===== config.mk =====
export PLATFORM = sky130hd
export DESIGN_NAME = pisf_ctrl
export DESIGN_NICKNAME = d
export VERILOG_FILES = /design/src/rtl/core/pisf_pkg.sv /design/src/rtl/core/pisf_ctrl.sv
export SDC_FILE = /design/constraint.sdc
export NUM_CORES = 1
export LEC_CHECK = 0
export BUFFER_PORTS_ARGS = -buffer_cell sky130_fd_sc_hd__buf_2
export CAP_MARGIN = 10
export CORE_MARGIN = 1.5
export CORE_UTILIZATION = 50
export CTS_CLUSTER_SIZE = 16
export DETAILED_ROUTE_END_ITERATION = 8
export PLACE_DENSITY = 0.78
export SLEW_MARGIN = 30
export SYNTH_ARGS = -nofsm -noshare
export SYNTH_HDL_FRONTEND = slang
export SYNTH_SLANG_ARGS = --single-unit

===== constraint.sdc =====
create_clock -name clk -period 4.28 [get_ports clk]
set_input_delay 1.284 -clock clk [delete_from_list [all_inputs] [get_ports clk]]
set_output_delay 1.284 -clock clk [all_outputs]
set_load 0.01 [all_outputs]

===== src/rtl/core/pisf_pkg.sv =====
package pisf_pkg;

  localparam int PARTICLES = 256;
  localparam int IDX_W     = $clog2(PARTICLES);

  localparam int SQRT_STEPS = 33;
  localparam int DIV_STEPS  = 33;
  localparam int CNT_W      = $clog2(SQRT_STEPS + 1);

  // shared multiplier schedule
  localparam logic [3:0] MS_AXX = 4'd0;
  localparam logic [3:0] MS_AYY = 4'd1;
  localparam logic [3:0] MS_CA  = 4'd2;
  localparam logic [3:0] MS_MBX = 4'd3;
  localparam logic [3:0] MS_MBY = 4'd4;
  localparam logic [3:0] MS_DLO = 4'd5;
  localparam logic [3:0] MS_DHI = 4'd6;
  localparam logic [3:0] MS_NX0 = 4'd7;
  localparam logic [3:0] MS_NX1 = 4'd8;
  localparam logic [3:0] MS_NX2 = 4'd9;
  localparam logic [3:0] MS_NX3 = 4'd10;
  localparam logic [3:0] MS_NY0 = 4'd11;
  localparam logic [3:0] MS_NY1 = 4'd12;
  localparam logic [3:0] MS_NY2 = 4'd13;
  localparam logic [3:0] MS_NY3 = 4'd14;

  typedef struct packed {
    logic               req_type;
    logic [7:0]         first_index;
    logic [7:0]         second_index;
    logic signed [31:0] first_x;
    logic signed [31:0] first_y;
    logic signed [31:0] second_x;
    logic signed [31:0] second_y;
    logic [31:0]        first_mass;
    logic [31:0]        second_mass;
    logic signed [31:0] first_charge;
    logic signed [31:0] second_charge;
  } pisf_in_t;

  typedef struct packed {
    logic signed [31:0] pair_force_x;
    logic signed [31:0] pair_force_y;
    logic signed [31:0] first_total_x;
    logic signed [31:0] first_total_y;
    logic signed [31:0] second_total_x;
    logic signed [31:0] second_total_y;
    logic               coincident;
  } pisf_out_t;

  typedef enum logic [3:0] {
    OP_NONE,
    OP_LOAD,
    OP_MUL,
    OP_SQRT_INIT,
    OP_SQRT_STEP,
    OP_DIV_INIT,
    OP_DIV_STEP,
    OP_RD1,
    OP_WR1,
    OP_RD2,
    OP_WR2
  } pisf_op_t;

  typedef struct packed {
    pisf_op_t   op;
    logic [3:0] step;
  } pisf_cmd_t;

  typedef enum logic [3:0] {
    ST_IDLE,
    ST_MUL1,
    ST_SQI,
    ST_SQRT,
    ST_MUL2,
    ST_DRAIN,
    ST_DVI,
    ST_DIV,
    ST_RD1,
    ST_WR1,
    ST_RD2,
    ST_WR2
  } pisf_state_t;

  function automatic logic [31:0] sat32(input logic [32:0] v);
    logic [31:0] r;
    if (v[32] != v[31]) begin
      r = v[32] ? 32'h8000_0000 : 32'h7fff_ffff;
    end else begin
      r = v[31:0];
    end
    return r;
  endfunction

endpackage


===== src/rtl/core/pisf_ctrl.sv =====
module pisf_ctrl import pisf_pkg::*; (
  input  logic      clk,
  input  logic      rst,
  input  logic      start,
  output logic      busy,
  output pisf_cmd_t cmd
);

  pisf_state_t      state, state_next;
  logic [CNT_W-1:0] cnt, cnt_next;

  always_ff @(posedge clk) begin
    if (rst) begin
      state <= ST_IDLE;
      cnt   <= '0;
    end else begin
      state <= state_next;
      cnt   <= cnt_next;
    end
  end

  always_comb begin
    state_next = state;
    cnt_next   = cnt;
    cmd.op     = OP_NONE;
    cmd.step   = cnt[3:0];
    unique case (state)
      ST_IDLE: begin
        if (start) begin
          cmd.op     = OP_LOAD;
          state_next = ST_MUL1;
          cnt_next   = CNT_W'(MS_AXX);
        end
      end
      ST_MUL1: begin
        cmd.op = OP_MUL;
        if (cnt[3:0] == MS_MBY) begin
          state_next = ST_SQI;
        end else begin
          cnt_next = cnt + 1'b1;
        end
      end
      ST_SQI: begin
        cmd.op     = OP_SQRT_INIT;
        state_next = ST_SQRT;
        cnt_next   = '0;
      end
      ST_SQRT: begin
        cmd.op = OP_SQRT_STEP;
        if (cnt == CNT_W'(SQRT_STEPS - 1)) begin
          state_next = ST_MUL2;
          cnt_next   = CNT_W'(MS_DLO);
        end else begin
          cnt_next = cnt + 1'b1;
        end
      end
      ST_MUL2: begin
        cmd.op = OP_MUL;
        if (cnt[3:0] == MS_NY3) begin
          state_next = ST_DRAIN;
        end else begin
          cnt_next = cnt + 1'b1;
        end
      end
      ST_DRAIN: state_next = ST_DVI;  // last product lands in its accumulator
      ST_DVI: begin
        cmd.op     = OP_DIV_INIT;
        state_next = ST_DIV;
        cnt_next   = '0;
      end
      ST_DIV: begin
        cmd.op = OP_DIV_STEP;
        if (cnt == CNT_W'(DIV_STEPS - 1)) begin
          state_next = ST_RD1;
        end else begin
          cnt_next = cnt + 1'b1;
        end
      end
      ST_RD1: begin
        cmd.op     = OP_RD1;
        state_next = ST_WR1;
      end
      ST_WR1: begin
        cmd.op     = OP_WR1;
        state_next = ST_RD2;
      end
      ST_RD2: begin
        cmd.op     = OP_RD2;
        state_next = ST_WR2;
      end
      ST_WR2: begin
        cmd.op     = OP_WR2;
        state_next = ST_IDLE;
      end
      default: state_next = ST_IDLE;
    endcase
  end

  assign busy = (state != ST_IDLE);

endmodule


# Word-level counts from Yosys, hierarchy flattened
# Cells that the tools add are included.
[totals]
out_inout_bits = 9
input_bits = 3
word_cells = 46
ff_bits = 10
[classes]
muxes = 14
n_reduce_logical = 7
eq_ne = 22
n_addsub = 1
[op_table]
columns = ["op", "count"]
rows = [
  ["$pmux 4 s11", 1],
  ["$pmux 4 s10", 1],
  ["$pmux 6 s6", 1],
  ["$mux 6", 5],
  ["$eq 4x3->1 const B", 5],
  ["$eq 4x4->1 const B", 5],
  ["$mux 4", 5],
  ["$ne 2x2->1 const B", 8],
  ["$reduce_and 5->1", 2],
  ["$eq 4x2->1 const B", 2],
  ["$add 6x1->6 const B", 1],
  ["$eq 6x6->1 const B", 1],
  ["$reduce_bool 6->1", 1],
  ["$eq 4x1->1 const B", 1],
  ["$logic_not 4->1", 1],
  ["$reduce_bool 4->1", 1],
  ["$reduce_or 2->1", 2],
  ["$mux 1", 1],
]

# Logic depth before layout (Yosys ltp)
[depth]
word_depth = 4
mapped_depth = 7
depth_no_buf = 7

# Worst setup path after synthesis
# Ideal clock, no wire load.
[synth_timing]
kind = "input -> output"
startpoint = "in start"
endpoint = "out cmd[4] (netlist name)"
t_arrival_ns = 1.549
slack_ns = 1.447
cell_stages = 2
required_time_ns = 2.996
cell_sequence = "o21bai_1 -> a21oi_1"
[synth_rtl]
columns = ["item", "line", "rtl"]
rows = [
  ["from (decl)", "pisf_ctrl.sv:4", "input logic start,"],
  ["to (decl)", "pisf_ctrl.sv:6", "output pisf_cmd_t cmd"],
]

==> metrics.md <==
| Metric | Value |
|---|---|
| TritonCTS Sinks | `10` |
| Syn Inst Count | `around 120` |
| Design Power | `0.000223 W` |
| CTS Buffer Depth | `2` |
| Die Ht | `44.5 µm` |
| Post-detailed-route count of antenna-violating nets | `0` |
| Die boundary width | `44.5 µm` |
| Avg Cell Area, Syn | `approximately 7.4 µm²` |
| #FFs+latches synth | `10` |
| Worst hold slack | `approximately 530 ps` |
| Initial DRT Pass Iterations | `4` |
| Post-DR wirelength/cell | `around 13 µm` |
| Via/cell ratio | `~6` |
| Hold Buf Count CTS | `0` |
| Area contributors post-synth | `dfxtp_1 (23%), a21oi_1 (7.5%), nor2_1 (7.0%), nand3_1 (5.2%), buf_4 (4.4%)` |
| Number of buffers created by CTS | `3` |
| Core Footprint | `1560 µm²` |
| Root Buffer | `clkbuf_4` |
| Share of cells above drive strength 1 | `about 18%` |
| Initial antenna violation count | `0` |
| Largest net degree at the start of global routing | `20` |
| Max-cap viol count | `0` |
| Final #Nets | `127` |
| Starting density of the core | `approximately 55%` |
| Pwr/cell area | `~250 nW/µm²` |
| CTS tree | `done` |
| Gr usage total | `20.7%` |
| Crit Reg-Reg Startpoint | `cnt[0]` |
| Async set-reset flop share out of synthesis | `0%` |
| Fill count | `around 160` |
| Crit-path max FO | `2` |
| Drt drc | `0` |
| Hold crit path type | `reg -> reg` |
| ANT cells | `0` |
| Final period util | `between 70% and 80%` |
| Hold Crit Depth | `2` |
| VDD IR max | `~0.00016 V` |
| Cell with the most instances after synthesis | `nor2_1` |
| Final count of hold timing violations | `0` |
| Worst-Margin Slew | `~600 ps` |
| EDFF count, synth | `0` |
| First-pass GRT wire length | `roughly 3000 µm` |
| Synth-to-layout area growth | `2.03%` |
| Die Area | `~2000 µm²` |
| Clock Latency Late Sink | `between 200 and 300 ps` |
| Slew headroom | `60.0%` |
| Most frequent cells after synthesis | `nor2_1 (16), a21oi_1 (13), dfxtp_1 (10)` |
| Via count | `~810` |
| # port buffers | `11` |
| Synth Flop Type | `dfxtp_1` |
| Max Fclk | `~330 MHz` |
| Min-delay src | `cnt[1]` |
| R2R depth | `7` |
| DR iter-0 viols | `8` |
| Sequential cell area | `200 µm²` |
| Post-synthesis sequential area ratio | `a little under a quarter` |
| Total grt overflow | `0` |
| Vias in the first global route | `682` |
| CP endpoint kind | `primary output` |
| Clock skew | `roughly 4 ps` |
| Rows | `14` |
| Hold EP | `cnt[1]` |
| Io pins | `12` |
| Clk slew on worst S/H paths | `roughly 70 ps` |
| Worst path required time | `around 3000 ps` |
| Total Wirelength | `1720 µm` |
| Post-synthesis cell area | `862 µm²` |
| Reg2Reg Setup Slack | `between 2000 and 2500 ps` |
| CP Class | `in -> out` |
| Cell variety after synth | `36` |
| Unrepaired setup endpoints after global routing | `no` |
| Pins over their slew limit | `0` |
| Crit start category | `primary input` |
| Syn Nets | `123` |
| Area of the multi-input gates | `roughly 550 µm²` |
| Post-synth top area share | `a little under a quarter` |
| Status | `complete, no violations` |
| Minimum clock period | `about 3000 ps` |
| Synthesis Warnings | `0` |
| Final Core Density | `between 50% and 60%` |
| Crit path DAT | `1730 ps` |
| Post-CTS Repair Setup Buffers | `0` |
| CP startpoint | `start` |
| R2R Path End | `cnt[0]` |
| Setup_tns | `0 ps` |
| Hpwl dp | `1260 µm` |
| Static Leak | `0.353 nW` |
| RePlAce Congestion | `between 0.8 and 0.9` |
| Final setup viols | `0` |
| H-tree levels | `1` |
| Cell taking the most area after synthesis | `dfxtp_1` |
| Resized cells post-CTS | `0` |
==> worst max path at each step <==
stage	endpoint	slack (ps)
after global routing	cmd[4]	1250
final	cmd[4]	1270
after CTS	cmd[4]	1260
after global placement	cmd[4]	1280
after floorplan	cmd[4]	1450
after detailed placement	cmd[4]	1260
==> stage by stage <==
stage | instance area (µm²) | std cells | worst slack [ps]
2_1_floorplan | 862 | 117 | 1450
3_3_place_gp | 843 | 132 | 1280
3_5_place_dp | 843 | 132 | 1260
4_1_cts | 880 | 136 | 1260
5_1_grt | 880 | 136 | 1250
6_report | 880 | 136 | 1270
==> layer usage <==
layer | track usage [%] | wire length (µm) | share of wire, % | vias up
met5 | 0 | 0 | 0 | -
met4 | 13.9 | 25 | 1.5 | 0
met3 | 2.86 | 62 | 3.6 | 4
met2 | 30.1 | 771 | 45 | 14
met1 | 27.9 | 860 | 50 | 369
li1 | - | - | - | 419
==> state kept, by name (all words and copies together) (netlist names) <==
signal  flops
state       4
cnt         6
==> logic make-up after synthesis <==
| group | synth area share (%) |
|---|---|
| AOI/OAI and AO/OA | 26.4 |
| xor gates and xnor gates | 3.05 |
| adders and majority gates | 4.35 |
| buffers and inverters | 13.1 |
| DFF | 23.2 |
| muxes | 2.47 |
| and+or+nand+nor | 27.4 |
==> worst max-delay path, stage by stage <==
cell	delay [ps]
buf_2	100
o21bai_1	110
a21oi_1	70
buf_2	160
==> placed cells by master, fill, tap and decap left out, types with 5 or more instances in the layout <==
cell / Yosys / layout
nand3_1: 9 / 9
buf_2: 0 / 11
a21oi_1: 13 / 13
nand2_1: 8 / 8
dfxtp_1: 10 / 10
inv_1: 5 / 5
nor3_1: 5 / 5
nor2_1: 16 / 16
==> area by class of cell <==
type                       count  area share, %
multi-input combinational     90           62.4
clock buffer                   4           4.13
sequential                    10           22.8
inverter                       5           2.13
timing repair buffer          11           6.26
tap                           16           2.28
==> where the power goes <==
part	switching (W)	leakage, nW	internal, W
registers	0.00000440	0.0809	0.0000947
logic	0.0000213	0.251	0.0000157
clock network	0.0000349	0.0210	0.0000517
total	0.0000606	0.353	0.000162
(Power assumes the default switching activity.)
